## config.mk

```make
export PLATFORM = sky130hd
export DESIGN_NAME = pvb_front
export DESIGN_NICKNAME = d
export VERILOG_FILES = /design/src/rtl/pvb_pkg.sv /design/src/rtl/pvb_front.sv
export SDC_FILE = /design/constraint.sdc
export NUM_CORES = 1
export LEC_CHECK = 0
export BUFFER_PORTS_ARGS = -buffer_cell sky130_fd_sc_hd__buf_2
export CELL_PAD_IN_SITES_DETAIL_PLACEMENT = 0
export CELL_PAD_IN_SITES_GLOBAL_PLACEMENT = 1
export CORE_AREA = 2 2 207 209
export DETAILED_ROUTE_END_ITERATION = 7
export DIE_AREA = 0 0 209 211
export GPL_TIMING_DRIVEN = 0
export PLACE_DENSITY = 0.53
export SYNTH_ARGS = -nofsm -noshare
export SYNTH_HDL_FRONTEND = slang
export SYNTH_SLANG_ARGS = --single-unit
```

## constraint.sdc

```tcl
create_clock -name vclk -period 4.39
set_input_delay 0.439 -clock vclk [all_inputs]
set_output_delay 0.439 -clock vclk [all_outputs]
set_load 0.005 [all_outputs]
```

## src/rtl/pvb_pkg.sv

```systemverilog
// Package for the point voxel binner: shared types, operation codes,
// register indexes and fixed field widths. No dependencies.
`timescale 1ns / 1ps
`default_nettype none
package pvb_pkg;

  localparam int MAX_CELLS_PER_AXIS = 64;

  localparam int COORD_W = 32;
  localparam int DIFF_W  = 33;
  localparam int SIZE_W  = 24;
  localparam int COUNT_W = 7;
  localparam int INT_W   = 16;
  localparam int CELL_W  = 6;
  localparam int FLAT_W  = 18;
  localparam int OFF_W   = 34;

  localparam int CFG_IDX_W  = 3;
  localparam int CFG_DATA_W = 32;

  localparam int IN_DATA_W  = 136;
  localparam int OUT_DATA_W = 192;

  localparam int DIV_W    = 32;
  localparam int DIV_STEP = 4;
  localparam int DIV_ITER = DIV_W / DIV_STEP;
  localparam int DIV_CW   = $clog2(DIV_ITER + 1);

  localparam int QUEUE_DEPTH = 2;

  localparam logic [1:0] OP_BIN   = 2'd0;
  localparam logic [1:0] OP_QUERY = 2'd1;
  localparam logic [1:0] OP_NORM  = 2'd2;

  localparam logic [CFG_IDX_W-1:0] REG_ORIGIN_X = 3'd0;
  localparam logic [CFG_IDX_W-1:0] REG_ORIGIN_Y = 3'd1;
  localparam logic [CFG_IDX_W-1:0] REG_ORIGIN_Z = 3'd2;
  localparam logic [CFG_IDX_W-1:0] REG_SIZE_X   = 3'd3;
  localparam logic [CFG_IDX_W-1:0] REG_SIZE_Y   = 3'd4;
  localparam logic [CFG_IDX_W-1:0] REG_SIZE_Z   = 3'd5;
  localparam logic [CFG_IDX_W-1:0] REG_CELLS_X  = 3'd6;
  localparam logic [CFG_IDX_W-1:0] REG_CELLS_Y  = 3'd7;

  typedef struct packed {
    logic signed [COORD_W-1:0] origin_x;
    logic signed [COORD_W-1:0] origin_y;
    logic signed [COORD_W-1:0] origin_z;
    logic [SIZE_W-1:0]         cell_size_x;
    logic [SIZE_W-1:0]         cell_size_y;
    logic [SIZE_W-1:0]         cell_size_z;
    logic [COUNT_W-1:0]        cells_x;
    logic [COUNT_W-1:0]        cells_y;
  } cfg_t;

  typedef struct packed {
    logic [1:0]               op;
    logic signed [DIFF_W-1:0] diff_x;
    logic signed [DIFF_W-1:0] diff_y;
    logic signed [DIFF_W-1:0] diff_z;
    logic [SIZE_W-1:0]        sz_x;
    logic [SIZE_W-1:0]        sz_y;
    logic [SIZE_W-1:0]        sz_z;
    logic [INT_W-1:0]         intensity;
    logic [CELL_W-1:0]        qx;
    logic [CELL_W-1:0]        qy;
    logic [CELL_W-1:0]        qz;
  } item_t;

  typedef struct packed {
    logic [CELL_W-1:0] cell_x;
    logic [CELL_W-1:0] cell_y;
    logic [CELL_W-1:0] cell_z;
    logic [FLAT_W-1:0] flat_index;
    logic [OFF_W-1:0]  offset_x;
    logic [OFF_W-1:0]  offset_y;
    logic [OFF_W-1:0]  offset_z;
    logic              out_of_grid;
    logic              is_floor;
    logic [INT_W-1:0]  normalized_intensity;
    logic [INT_W-1:0]  min_seen_intensity;
    logic [INT_W-1:0]  max_seen_intensity;
  } result_t;

endpackage
`default_nettype wire

```

## src/rtl/pvb_front.sv

```systemverilog
// Front end: accepts input transactions, unpacks them, forms the offsets
// from the grid origin and the effective cell sizes. Depends on pvb_pkg.
`timescale 1ns / 1ps
`default_nettype none
module pvb_front import pvb_pkg::*; (
  input  wire logic                 s_tvalid,
  output logic                      s_tready,
  input  wire logic [IN_DATA_W-1:0] s_tdata,
  input  wire logic [1:0]           s_tuser,
  input  wire cfg_t                 cfg,
  input  wire logic                 clearing,
  input  wire logic                 q_full,
  output logic                      q_push,
  output item_t                     q_item
);

  function automatic logic [SIZE_W-1:0] eff_size(input logic [SIZE_W-1:0] s);
    return (s == '0) ? SIZE_W'(1) : s;
  endfunction

  logic signed [COORD_W-1:0] px, py, pz;

  assign px = s_tdata[31:0];
  assign py = s_tdata[63:32];
  assign pz = s_tdata[95:64];

  assign s_tready = !q_full && !clearing;
  assign q_push   = s_tvalid && s_tready;

  always_comb begin
    q_item.op        = s_tuser;
    q_item.diff_x    = DIFF_W'(px) - DIFF_W'(cfg.origin_x);
    q_item.diff_y    = DIFF_W'(py) - DIFF_W'(cfg.origin_y);
    q_item.diff_z    = DIFF_W'(pz) - DIFF_W'(cfg.origin_z);
    q_item.sz_x      = eff_size(cfg.cell_size_x);
    q_item.sz_y      = eff_size(cfg.cell_size_y);
    q_item.sz_z      = eff_size(cfg.cell_size_z);
    q_item.intensity = s_tdata[111:96];
    q_item.qx        = s_tdata[117:112];
    q_item.qy        = s_tdata[123:118];
    q_item.qz        = s_tdata[129:124];
  end

endmodule
`default_nettype wire

```

==> out/metrics.cfg <==
[route]
ant_nets=0
drtIter0Drc=278
drt_drc_violations_left=0
drt-wirelength-per-cell_um=14.37
vias_per_cell=4.171
via_count=8226
route.final.wire_length_mm=28.33
drt_pre_antenna_iters=4

[synthesis]
synth_fp_nets=1376
yosys_warnings=0
synth_top_cell_by_area=ha_1
post_synth_main_area_contributors=ha_1 19%, a21oi_1 7.6%, inv_1 7.5%
synth.cell_area_mm2=0.006215
synth_top_area_share_pct=19.33
mean_syn_cell_area_um2=6.514
synthesis.instances=954
yosysSeqAreaShare_pct=0
yosys.cell_types.count=69

[finish]
flops_and_latches=0
finish.cell_count_without_fillers=1972
sequential_cell_area_um2=0
final_layout_size_suffix_gt1_share_pct=38.46
final.clkbuf_count=0
area_growth_syn_to_layout_pct=49.31
nets=1854
multiInputGateArea_mm2=0.005105
fill_cells=4856

[floorplan]
starting_density_of_the_core_pct=14.88
die_w_um=209
pin_count=532
coreArea_mm2=0.04176
floorplan.rows=75
floorplan.die.height_um=211
fp.dieArea_mm2=0.04410

[timing]
worst_slew_margin_rel_pct=67.98
slew_of_the_pin_with_the_lowest_slew_margin_ns=0.4736
timing.final.ws_setup_ns=0.9641
finalSetupViolations=0
min_period_over_period_pct=78.04
fin_tns_setup_ns=0
final.hold.worst_slack_ns=1.043
final_critical_path_required_period_ns=3.426
slew_violations=0
rsz0062_at_grt=no
timing.final.hold_violations=0
timing.fmax_mhz=291.9

[placed_design]
post-place-ws_ns=0.9258
hpwlAfterDp_mm=25.95
gp_congestion=0.8928
buffer_ports.inserted=476
placedCellCount=1969

[clocking]
post_cts.resized_instances=0
cts.repair_timing.setup_buffer_count=0
cts_hold_repair.buffers=0

[pwr]
vdd_ir_drop_max_uv=58.18
power.switching_fraction_pct=53.50
powerDensity_mw_per_mm2=147.3
static-leakage-power_uw=0.004989
pwr-share-seq_pct=0
net_switching_uw=731.0
power.clock.fraction_pct=0
cell_internal_pwr_uw=635.4
combPwrFrac_pct=100.0

[global_route]
maximum_number_of_pins_on_one_net_before_global_route_repair=11
first_global_vias=7976
grt-ovfl-total=0
grt_first_pass_wirelength_mm=42.28
antenna_found_initial=4
grt_usage_pct=11.71

[worst_setup_path]
crit_path_max_incr_delay_ns=0.46
worstPathRequired_ns=3.95
worstPathBufferInverterCount=3
worst_setup_path_start_kind=input port
cpLargestDelayFamily=compound AO/OA/AOI/OAI gates
timing.critical_path.slowest_stage_cell=a2111o_1
endpoint_kind=primary output
critPathArrivalTime_ns=2.99
end_of_the_critical_path=q_item[200]
timing.critical_path.from=s_tdata[0]
timing.critical_path.cells=buf_2 -> inv_1 -> ha_1 -> fa_1 -> nor2b_1 -> o31a_1 -> o21ai_0 -> a2111o_1 -> nand4b_1 -> nand2_1 -> o21ai_0 -> xor2_1 -> buf_2
cp.depth=13
critical_path.max_fanout=3
worst-setup-path-type=in -> out

[hold_path]
min_path_type=in -> out

[job]
max_cap_viol_count=0

[outcome]
outcome=finished, final reports clean

==> stage by stage <==
step | util (%) | instance area (µm²) | total power [µW]
global route | 22.20 | 9271 | 1522
global placement | 22.20 | 9271 | 1387
detailed placement | 22.20 | 9271 | 1376
finish | 22.22 | 9279 | 1366
floorplan | - | 6215 | 783.0
CTS | 22.20 | 9271 | 1385
==> layer usage <==
metal	global-route usage [%]	vias to the layer above	part of all wire (%)
met5	0	-	0.060
met4	0.2463	2	0.21
met3	1.680	10	6.4
met2	20.95	310	48
met1	15.69	3687	45
li1	-	4217	-
==> Yosys cell counts, types with 4 or more instances <==
master / count
a21o_1: 33
a21oi_1: 94
a31oi_1: 8
a41oi_1: 5
and2_1: 5
and3_1: 5
buf_2: 5
buf_4: 40
clkbuf_1: 85
ha_1: 96
inv_1: 124
nand2_1: 65
nand2b_1: 7
nand3_1: 16
nand4_1: 24
nor2_1: 37
nor2b_1: 18
nor3_1: 10
nor4_1: 24
o2111ai_1: 4
o211ai_1: 5
o21a_1: 15
o21ai_0: 44
o21ai_1: 6
o21bai_1: 17
o31a_1: 4
or2_2: 7
xnor2_1: 52
xor2_1: 32
==> worst min path at each step <==
stage,slack (ns),end,start,cells past startpoint
finish,1.04,q_item[32],s_tdata[110],2
global route,1.05,q_item[9],s_tdata[121],2
CTS,1.04,q_item[32],s_tdata[110],2
detailed placement,1.04,q_item[32],s_tdata[110],2
global placement,1.05,q_item[206],s_tuser[1],2
floorplan,0.91,s_tready,q_full,1
==> power groups by stage <==
stage	Clock (µW)	Sequential [µW]	Combinational, µW
floorplan	0	0	783
global placement	0	0	1390
detailed placement	0	0	1380
CTS	0	0	1380
global route	0	0	1520
finish	0.0000914	0	1370
==> cells by family (layout without fill, tap and decap cells) <==
family          after synthesis  after routing  synth area share [%]
compound gates              287            287                 30.94
simple gates                229            229                 18.90
xor+xnor                     84             84                 11.84
buf+inv                     254            730                 17.86
fa+ha+maj                    99             99                 20.29
mux                           1              1                0.1611
other cells                   0              3                     0
==> cell type report <==
type	instances	share of cell area (%)
tap	539	7.268
multi-input combinational	700	55.02
timing repair buffer	476	25.67
antenna	3	0.08091
inverter	124	5.016
buffer	130	6.944
==> cells in the final DEF (no fill, tap or decap), types with 4 or more instances in the layout <==
master	count
nor3_1	10
nand3_1	16
o31a_1	4
o21a_1	15
nor2b_1	18
a21oi_1	94
a21o_1	33
o21ai_0	44
or2_2	7
ha_1	96
inv_1	124
xor2_1	32
o211ai_1	5
buf_2	481
nor4_1	24
nand2_1	65
buf_4	40
nor2_1	37
a41oi_1	5
and3_1	5
o2111ai_1	4
a31oi_1	8
o21ai_1	6
nand4_1	24
and2_1	5
xnor2_1	52
clkbuf_1	85
o21bai_1	17
nand2b_1	7
No activity file was read; power rests on OpenSTA's default activity.
