--- config.mk ---
export PLATFORM = sky130hd
export DESIGN_NAME = pvb_queue
export DESIGN_NICKNAME = d
export VERILOG_FILES = /design/src/rtl/pvb_pkg.sv /design/src/rtl/pvb_queue.sv
export SDC_FILE = /design/constraint.sdc
export NUM_CORES = 1
export LEC_CHECK = 0
export BUFFER_PORTS_ARGS = -buffer_cell sky130_fd_sc_hd__buf_2
export CAP_MARGIN = 0
export CORE_MARGIN = 5
export CORE_UTILIZATION = 48
export CTS_CLUSTER_SIZE = 14
export DETAILED_ROUTE_END_ITERATION = 6
export GPL_TIMING_DRIVEN = 0
export PLACE_DENSITY = 0.83
export SLEW_MARGIN = 30
export SYNTH_ARGS = -nofsm -noshare
export SYNTH_HDL_FRONTEND = slang
export SYNTH_SLANG_ARGS = --single-unit
--- constraint.sdc ---
create_clock -name clk -period 22.7 [get_ports clk]
set_input_delay 2.27 -clock clk [delete_from_list [all_inputs] [get_ports clk]]
set_output_delay 2.27 -clock clk [all_outputs]
set_load 0.005 [all_outputs]
--- src/rtl/pvb_pkg.sv ---
// Package for the point voxel binner: shared types, operation codes,
// register indexes and fixed field widths. No dependencies.
`timescale 1ns / 1ps
`default_nettype none
package pvb_pkg;

  localparam int MAX_CELLS_PER_AXIS = 64;

  localparam int COORD_W = 32;
  localparam int DIFF_W  = 33;
  localparam int SIZE_W  = 24;
  localparam int COUNT_W = 7;
  localparam int INT_W   = 16;
  localparam int CELL_W  = 6;
  localparam int FLAT_W  = 18;
  localparam int OFF_W   = 34;

  localparam int CFG_IDX_W  = 3;
  localparam int CFG_DATA_W = 32;

  localparam int IN_DATA_W  = 136;
  localparam int OUT_DATA_W = 192;

  localparam int DIV_W    = 32;
  localparam int DIV_STEP = 4;
  localparam int DIV_ITER = DIV_W / DIV_STEP;
  localparam int DIV_CW   = $clog2(DIV_ITER + 1);

  localparam int QUEUE_DEPTH = 2;

  localparam logic [1:0] OP_BIN   = 2'd0;
  localparam logic [1:0] OP_QUERY = 2'd1;
  localparam logic [1:0] OP_NORM  = 2'd2;

  localparam logic [CFG_IDX_W-1:0] REG_ORIGIN_X = 3'd0;
  localparam logic [CFG_IDX_W-1:0] REG_ORIGIN_Y = 3'd1;
  localparam logic [CFG_IDX_W-1:0] REG_ORIGIN_Z = 3'd2;
  localparam logic [CFG_IDX_W-1:0] REG_SIZE_X   = 3'd3;
  localparam logic [CFG_IDX_W-1:0] REG_SIZE_Y   = 3'd4;
  localparam logic [CFG_IDX_W-1:0] REG_SIZE_Z   = 3'd5;
  localparam logic [CFG_IDX_W-1:0] REG_CELLS_X  = 3'd6;
  localparam logic [CFG_IDX_W-1:0] REG_CELLS_Y  = 3'd7;

  typedef struct packed {
    logic signed [COORD_W-1:0] origin_x;
    logic signed [COORD_W-1:0] origin_y;
    logic signed [COORD_W-1:0] origin_z;
    logic [SIZE_W-1:0]         cell_size_x;
    logic [SIZE_W-1:0]         cell_size_y;
    logic [SIZE_W-1:0]         cell_size_z;
    logic [COUNT_W-1:0]        cells_x;
    logic [COUNT_W-1:0]        cells_y;
  } cfg_t;

  typedef struct packed {
    logic [1:0]               op;
    logic signed [DIFF_W-1:0] diff_x;
    logic signed [DIFF_W-1:0] diff_y;
    logic signed [DIFF_W-1:0] diff_z;
    logic [SIZE_W-1:0]        sz_x;
    logic [SIZE_W-1:0]        sz_y;
    logic [SIZE_W-1:0]        sz_z;
    logic [INT_W-1:0]         intensity;
    logic [CELL_W-1:0]        qx;
    logic [CELL_W-1:0]        qy;
    logic [CELL_W-1:0]        qz;
  } item_t;

  typedef struct packed {
    logic [CELL_W-1:0] cell_x;
    logic [CELL_W-1:0] cell_y;
    logic [CELL_W-1:0] cell_z;
    logic [FLAT_W-1:0] flat_index;
    logic [OFF_W-1:0]  offset_x;
    logic [OFF_W-1:0]  offset_y;
    logic [OFF_W-1:0]  offset_z;
    logic              out_of_grid;
    logic              is_floor;
    logic [INT_W-1:0]  normalized_intensity;
    logic [INT_W-1:0]  min_seen_intensity;
    logic [INT_W-1:0]  max_seen_intensity;
  } result_t;

endpackage
`default_nettype wire

--- src/rtl/pvb_queue.sv ---
// Short FIFO of classified items between front and back end.
// Depends on pvb_pkg.
`timescale 1ns / 1ps
`default_nettype none
module pvb_queue import pvb_pkg::*; (
  input  wire logic  clk,
  input  wire logic  rst,
  input  wire logic  push,
  input  wire item_t push_item,
  input  wire logic  pop,
  output item_t      head,
  output logic       full,
  output logic       empty
);

  localparam int PW = $clog2(QUEUE_DEPTH);

  item_t        entries [QUEUE_DEPTH];
  logic [PW-1:0] wptr, rptr;
  logic [PW:0]   count;

  assign full  = (count == (PW+1)'(QUEUE_DEPTH));
  assign empty = (count == '0);
  assign head  = entries[rptr];

  always_ff @(posedge clk) begin
    if (rst) begin
      wptr  <= '0;
      rptr  <= '0;
      count <= '0;
    end else begin
      if (push) begin
        wptr <= (wptr == PW'(QUEUE_DEPTH - 1)) ? '0 : wptr + 1'b1;
      end
      if (pop) begin
        rptr <= (rptr == PW'(QUEUE_DEPTH - 1)) ? '0 : rptr + 1'b1;
      end
      if (push && !pop) begin
        count <= count + 1'b1;
      end else if (pop && !push) begin
        count <= count - 1'b1;
      end
    end
  end

  always_ff @(posedge clk) begin
    if (push) begin
      entries[wptr] <= push_item;
    end
  end

endmodule
`default_nettype wire

==> results of run 1 <==
power by group through the flow:
stage | sequential (mW) | clock, mW | combinational, mW
after floorplan | 0.941 | 0 | 0.108
after global routing | 0.918 | 0.694 | 0.224
after CTS | 0.915 | 0.660 | 0.213
final | 0.915 | 0.645 | 0.209
after global placement | 0.949 | 0 | 0.192
after detailed placement | 0.932 | 0 | 0.212
cell type report:
class / count / area, µm² / area share, %
tap: 442 / 553.0 / 2.755
antenna: 9 / 22.52 / 0.1122
sequential: 419 / 12530 / 62.44
clock buffer: 56 / 1167 / 5.816
multi-input combinational: 223 / 2930 / 14.60
buffer: 23 / 215.2 / 1.072
inverter: 1 / 3.754 / 0.01870
clock inverter: 22 / 128.9 / 0.6421
timing repair buffer: 435 / 2517 / 12.54
synthesized netlist by cell type (2+ instances only):
| cell type | instances |
|---|---|
| buf_2 | 7 |
| buf_6 | 16 |
| dfxtp_1 | 5 |
| edfxtp_1 | 414 |
| mux2_2 | 77 |
| mux2_4 | 130 |
| nor2_1 | 5 |
| nor2b_1 | 2 |
| xnor2_1 | 2 |
| xor2_1 | 2 |
per-layer routing:
layer  vias up  share of wire, %  track usage (%)
li1       3633                 -                -
met1      3991                36            19.83
met2       366                52            31.68
met3        78               9.0            6.005
met4         8               3.4            6.713
met5         -              0.15                0
final timing paths:
check	startpoint	to	slack [ns]	cells after the start
setup / recovery	register	head[141]	18.51	5
hold / removal	count[1]	count[1]	0.52	2
setup reg to reg	wptr	entries[0][100]	20.33	8
hold reg to reg	count[1]	count[1]	0.52	2
kinds of logic after synthesis:
family | count (synthesis)
simple gates | 9
fa+ha+maj | 1
flops | 419
xor+xnor | 4
compound gates | 2
buf+inv | 24
mux | 207
metrics by stage:
stage	worst slack, ns	hold WS [ns]	total power, mW
2_1_floorplan	10.70	0.4608	1.049
3_3_place_gp	5.622	0.4884	1.141
3_5_place_dp	18.21	0.4968	1.143
4_1_cts	18.44	0.5087	1.789
5_1_grt	18.41	0.5490	1.837
6_report	18.51	0.5151	1.769
worst register-to-register path: stages, from the launching register on:
cell and delay, ns:
dfxtp_1 0.36, nor2b_4 0.43, buf_16 0.24, buf_16 0.18, buf_16 0.17, buf_16 0.17
buf_16 0.19, buf_16 0.17, buf_16 0.16
registers in the layout (all words and copies together) (netlist names), named ones only:
| signal | flops |
|---|---|
| entries | 414 |
| count | 2 |
| rptr | 1 |
| wptr | 1 |
==> results.yml, run 1 <==
clock_network:
  clkLatencyLatePin_ns: 0.52
  clock_path_buffers: 3
  cts_root_buffer: "clkbuf_16"
  tritoncts: "done"
  cts_setup_buffers: 0
  post_cts_resized: 0
  htree_levels: 2
  cts_buffers: 43
  clk_pin_slew_ns: 0.06
  cts_hold_buf: 0
  clock_sinks: 419
setup_path:
  critPathTopFamily: "buffers and inverters"
  crit_type: "reg2out"
  arrival_ns: 1.92
  cp-end-kind: "output pin"
  slowest_stage: "mux2_4"
  cp_data_required_time_ns: 20.43
  path_cells: "buf_6 > buf_6 > buf_6 > mux2_4 > buf_2"
  cp_common_cell: "buf_6"
  cp_slowest_stage_delay_ns: 0.34
  start_kind: "register"
  worstPathMaxFanout: 10
  crit_buf_inv: 4
floorplan:
  die_h_um: 190.7
  fp-row-count: 66
  fp.dieW_um: 190.7
  coreArea_um2: 32370
  io_pins: 420
  die_area_um2: 36360
  start_util_pct: 48.41
synth:
  yosysTopAreaCell: "edfxtp_1"
  synthesis.area_um2: 15670
  ys_seq_elements: 419
  synth_edf_count: 414
  synthCells: 666
  synth_cell_type_count: 16
  synth_simple_gate_area_share_pct: 0.2794
  synth_top_family_by_area: "multiplexers"
  synth_async_sr_flop_share_pct: 0
  synthXorXnorAreaFrac_pct: 0.2236
  ys_warn_count: 0
  synth_nets: 878
  ys.flop_type: "edfxtp_1"
  synthMuxAreaShare_pct: 17.99
  yosysSeqAreaShare_pct: 79.97
  synth_compound_area_share_pct: 0.06387
  yosys-top-cells-area: "edfxtp_1, mux2_4, mux2_2, buf_6, dfxtp_1"
  netlist.area_leader.share_pct: 79.33
  synth-adder-area-share_pct: 0.07984
  syn_area_per_cell_um2: 23.53
drt:
  num_vias: 8076
  postRouteAntennaNets: 0
  drc: 0
  drt_first_iter_violations: 353
  avgRoutedWirePerCell_um: 20.58
  first_pass_iters: 5
  viasPerCell: 4.955
  routed_wl_mm: 33.55
power_and_ir_drop:
  vdd_drop_max_v: 0.00006947
  p_sw_mw: 0.3787
  p_leak_nw: 7.837
  internal-power_mw: 1.390
  p_comb_share_pct: 11.8
  p_clk_share_pct: 36.4
  pwr-share-seq_pct: 51.7
  switching_share_pct: 21.41
  power_density_nw_per_um2: 88.12
cells_and_area:
  stdcell_count: 1630
  final_cell_mix: "buf_2, edfxtp_1, mux2_4"
  syn2layout_area_growth_pct: 28.07
  design_area_um2: 20070
  final_util_pct: 62.00
  fill_cells: 2288
  layout_commonest_cell: "buf_2"
  drive_gt1_share_pct: 61.07
  fin_nets: 1358
sta:
  period_minus_slack_ns: 4.185
  drv_slew: 0
  finalSetupTns_ns: 0
  tightestPinTransition_ns: 0.6065
  max_freq_mhz: 238.9
  setup_viol: 0
  rsz0062_at_grt: "no"
  finalCritPeriodShare_pct: 18.44
  skew_ns: 0.007511
  hold_viol: 0
  maxSlewHeadroom_pct: 59.57
placement:
  dp_hpwl_mm: 24.39
  place_congestion: 0.7430
  dp_cells: 1543
  portBuffers: 419
  placed_cell_area_um2: 18750
global_route:
  gr-total-overflow: 0
  grt_pass1_vias: 8835
  grt_util_all_layers_pct: 17.80
  grt_max_degree: 48
  antenna_found_initial: 16
  grt_pass1_wl_mm: 49.52
outcome:
  status: "finished clean"
job:
  cap_violations: 0
min_path:
  hp-class: "reg2reg"
Power figures use the tool's default switching activity.
==> inputs of run 2 (changes only) <==
clock period = 4.33 ns   (was 22.7 ns; I/O delays follow)
==> results.yml, run 2 (synthesized netlist as in run 1, its figures left out) <==
cells_and_area:
  fin_nets: 1358
  final_cell_mix: "buf_2, edfxtp_1, mux2_4"
  layout_commonest_cell: "buf_2"
  drive_gt1_share_pct: 61.47
  design_area_um2: 20040
  fill_cells: 2297
  ff_latch_area_um2: 12530
  regMostFlops: "entries"
  reg.largest.list: "entries x414, count x2"
  largest_reg_flops: 414
  stdcell_count: 1621
  syn2layout_area_growth_pct: 27.85
  multiInputGateArea_um2: 2930
setup_path:
  worstPathMaxFanout: 10
  crit_type: "reg2out"
  cp_data_required_time_ns: 3.90
  critPathTopFamily: "buffers and inverters"
  crit_buf_inv: 4
  cp-end-kind: "output pin"
  path_cells: "buf_6 > buf_6 > buf_6 > mux2_4 > buf_2"
  arrival_ns: 1.91
  cp_slowest_stage_delay_ns: 0.32
  slowest_stage: "dfxtp_1"
  cp_common_cell: "buf_6"
  start_kind: "register"
global_route:
  grt_max_degree: 49
  grt_pass1_wl_mm: 49.74
  grt_util_all_layers_pct: 17.84
  grt_pass1_vias: 8704
  grt.busiest_layer: "met2"
  gr-total-overflow: 0
  grt_use_met1_pct: 20.39
  use_met2_pct: 31.13
  grtUsageMet3_pct: 6.115
  antenna_found_initial: 10
placement:
  place_congestion: 0.7380
  dp_slack_ns: 2.210
  dp_cells: 1544
  portBuffers: 419
  placed_cell_area_um2: 18740
  dp_hpwl_mm: 24.11
sta:
  skew_ns: 0.01322
  hold_viol: 0
  max_freq_mhz: 426.1
  rsz0062_at_grt: "no"
  period_minus_slack_ns: 2.347
  finalCritPeriodShare_pct: 54.20
  setup_viol: 0
  maxSlewHeadroom_pct: 69.57
  fin_hold_ws_ns: 0.08363
  drv_slew: 0
  setup_ws_ns: 1.983
  tightestPinTransition_ns: 0.4565
drt:
  postRouteAntennaNets: 0
  drt_first_iter_violations: 334
  viasPerCell: 4.931
  drc: 0
  num_vias: 7993
  routed_wl_mm: 33.54
  first_pass_iters: 6
  avgRoutedWirePerCell_um: 20.69
power_and_ir_drop:
  power_density_nw_per_um2: 462.7
  power.total_mw: 9.270
  p_leak_nw: 7.824
  vdd_drop_max_v: 0.0003882
clock_network:
  cts_setup_buffers: 0
  clk_pin_slew_ns: 0.06
  cts_buffers: 42
  cts_hold_buf: 0
  tritoncts: "done"
  post_cts_resized: 0
  clkLatencyLatePin_ns: 0.54
  cts_root_buffer: "clkbuf_16"
  clock_sinks: 419
  htree_levels: 2
  clock_path_buffers: 3
floorplan:
  die_area_um2: 36360
  coreArea_um2: 32370
  die_h_um: 190.7
  fp-row-count: 66
  io_pins: 420
  start_util_pct: 48.41
  fp.dieW_um: 190.7
outcome:
  status: "finished clean"
job:
  cap_violations: 0
min_path:
  hp-class: "in2reg"
## run 2: changes by cell type in the layout (fill, tap and decap cells not counted), moves of 2 or more
cell	previous run	this run
clkbuf_16	45	43
buf_12	1	3
buf_8	1	3
buf_16	14	11
bufinv_16	1	3
diode_2	9	6
clkinv_1	14	6
inv_6	0	2
## run 2: routing by layer
metal | routed length [µm] | vias up
li1 | - | 3625
met4 | 971 | 8
met5 | 53 | -
met1 | 11960 | 3965
met2 | 17430 | 329
met3 | 3137 | 66
## run 2: final timing paths
path                                     start              end  slack, ns  cells past startpoint
worst max-delay path                  register        head[137]       1.98                      5
worst min-delay path            push_item[202]  entries[1][202]       0.08                      1
worst max register to register            wptr  entries[0][105]       2.50                      5
worst min register to register        count[1]         count[1]       0.51                      2
## run 2: final cells by class
type	count	share of cell area, %
Antenna cell	6	0.07494
Inverter	1	0.01873
Sequential cell	419	62.55
Timing Repair Buffer	436	12.50
Multi-Input combinational cell	223	14.63
Clock buffer	55	5.595
Clock inverter	16	0.7994
Tap cell	442	2.760
Buffer	23	1.074
## run 2: per-stage QoR
stage,util [%],setup TNS [ns]
after detailed placement,57.89,0
after CTS,61.85,0
final,61.89,0
after floorplan,-,0
after global routing,61.89,0
after global placement,56.62,-388.07
## run 2: worst register-to-register path, stage by stage (launching register included)
cell and delay, ns:
dfxtp_1 0.35, nor2b_4 0.38, buf_16 0.24, buf_16 0.21
buf_16 0.17, buf_8 0.18
## run 2: power breakdown
group	switching (mW)	leakage (nW)	internal [mW]
Clock	1.38	0.617	2.00
Combinational	0.501	3.28	0.591
Sequential	0.0612	3.93	4.74
==> inputs of run 3 (changes only) <==
CORE_UTILIZATION = 47   (was 48)
PLACE_DENSITY = 0.84   (was 0.83)
clock period = 1.91 ns   (was 4.33 ns; I/O delays follow)
==> results.yml, run 3 (synthesized netlist as in run 1, its figures left out) <==
global_route:
  antenna_found_initial: 3
  grt_max_degree: 48
  grt_pass1_wl_mm: 60.28
  grt_util_all_layers_pct: 21.53
  gr-total-overflow: 0
  grt_pass1_vias: 10170
setup_path:
  timing.rr.start: "wptr"
  arrival_ns: 1.85
  start_kind: "register"
  cp_slowest_stage_delay_ns: 0.35
  slowest_stage: "dfxtp_2"
  critPathTopFamily: "buffers and inverters"
  crit_buf_inv: 4
  cp_common_cell: "clkbuf_16"
  cp_data_required_time_ns: 1.72
  path_cells: "buf_12 > clkbuf_16 > clkbuf_16 > mux2_4 > buf_6"
  cp-end-kind: "output pin"
  worstPathMaxFanout: 9
  crit_type: "reg2out"
power_and_ir_drop:
  p_leak_nw: 9.304
  switching_share_pct: 22.08
  p_clk_share_pct: 36.2
  pwr-share-seq_pct: 47.7
  power_density_nw_per_um2: 966.9
  power.total_mw: 22.87
  internal-power_mw: 17.82
  p_sw_mw: 5.050
  p_comb_share_pct: 16.1
  vdd_drop_max_v: 0.001099
clock_network:
  htree_levels: 2
  cts_buffers: 42
  clk_pin_slew_ns: 0.06
  clock_path_buffers: 3
  clock_sinks: 419
  clkLatencyLatePin_ns: 0.53
  tritoncts: "done"
  cts_root_buffer: "clkbuf_16"
floorplan:
  fp-row-count: 66
  die_h_um: 192.6
  die_area_um2: 37090
  start_util_pct: 47.92
  fp.dieW_um: 192.6
  coreArea_um2: 32700
  io_pins: 420
placement:
  dp_slack_ns: -0.2417
  place_congestion: 0.7666
  placed_cell_area_um2: 18720
  dp_hpwl_mm: 24.35
  dp_cells: 1542
  portBuffers: 419
cells_and_area:
  final_cell_mix: "edfxtp_1, buf_2, dlygate4sd3_1"
  design_area_um2: 23650
  syn2layout_area_growth_pct: 50.91
  multiInputGateArea_um2: 2953
  fin_nets: 1588
  fill_cells: 1827
  drive_gt1_share_pct: 53.30
  regMostFlops: "entries"
  layout_commonest_cell: "edfxtp_1"
  largest_reg_flops: 414
  reg.largest.list: "entries x414, count x2"
  stdcell_count: 1853
  final_util_pct: 72.32
  ff_latch_area_um2: 12530
drt:
  avgRoutedWirePerCell_um: 23.88
  viasPerCell: 5.012
  drc: 0
  first_pass_iters: 4
  drt_first_iter_violations: 582
  num_vias: 9287
  postRouteAntennaNets: 0
  routed_wl_mm: 44.24
sta:
  setup_ws_ns: -0.1263
  skew_ns: 0.008866
  hold_viol: 0
  fin_hold_ws_ns: 0.2150
  rsz0062_at_grt: "yes"
  drv_slew: 0
  finalCritPeriodShare_pct: 106.6
  tightestPinTransition_ns: 0.3613
  setup_viol: 207
  max_freq_mhz: 491.1
  maxSlewHeadroom_pct: 75.91
  finalSetupTns_ns: -12.66
  period_minus_slack_ns: 2.036
min_path:
  hold_path.startpoint: "push"
  hp-class: "in2reg"
outcome:
  violations: "negative setup slack"
  status: "complete, but fails checks"
job:
  cap_violations: 0
[run 3: worst reg2reg max path, cell delays in order (launching register included)]
cell	delay, ns
dfxtp_2	0.37
and2_4	0.39
buf_12	0.29
buf_16	0.30
[run 3: final timing paths]
check / cells after the start / slack (ns) / to
setup / recovery: 5 / -0.13 / head[118]
hold / removal: 4 / 0.22 / count[0]
setup reg to reg: 3 / 0.20 / entries[1][147]
hold reg to reg: 2 / 0.54 / rptr
[run 3: power by group through the flow]
stage	registers, mW	logic (mW)	clock network, mW
final	10.9	3.67	8.29
after global routing	10.9	3.86	8.90
after CTS	10.9	3.12	8.34
after detailed placement	11.1	2.51	0
after floorplan	11.1	1.29	0
after global placement	11.1	2.30	0
[run 3: per-layer routing]
metal	routed length (µm)	part of all wire, %	track usage (%)
met2	23660	53	39.09
met4	1635	3.7	8.091
met1	15340	35	24.16
met5	7	0.016	0
met3	3591	8.1	5.861
[run 3: area by class of cell]
type / count / share of cell area [%]
diodes: 2 / 0.02116
inverters: 1 / 0.01587
repair buffers: 666 / 24.52
flip-flops and latches: 419 / 53.00
well taps: 442 / 2.338
clock buffers: 55 / 4.962
multi-input cells: 223 / 12.49
clock inverters: 22 / 0.8941
plain buffers: 23 / 1.762
[run 3: what timing repair did]
item,CTS,global route
hold buffers,210,0
setup buffers,7,2
endpoints found under the setup margin,265,207
gates cloned,4,11
gates resized for setup,60,131
hold endpoints to repair,419,0
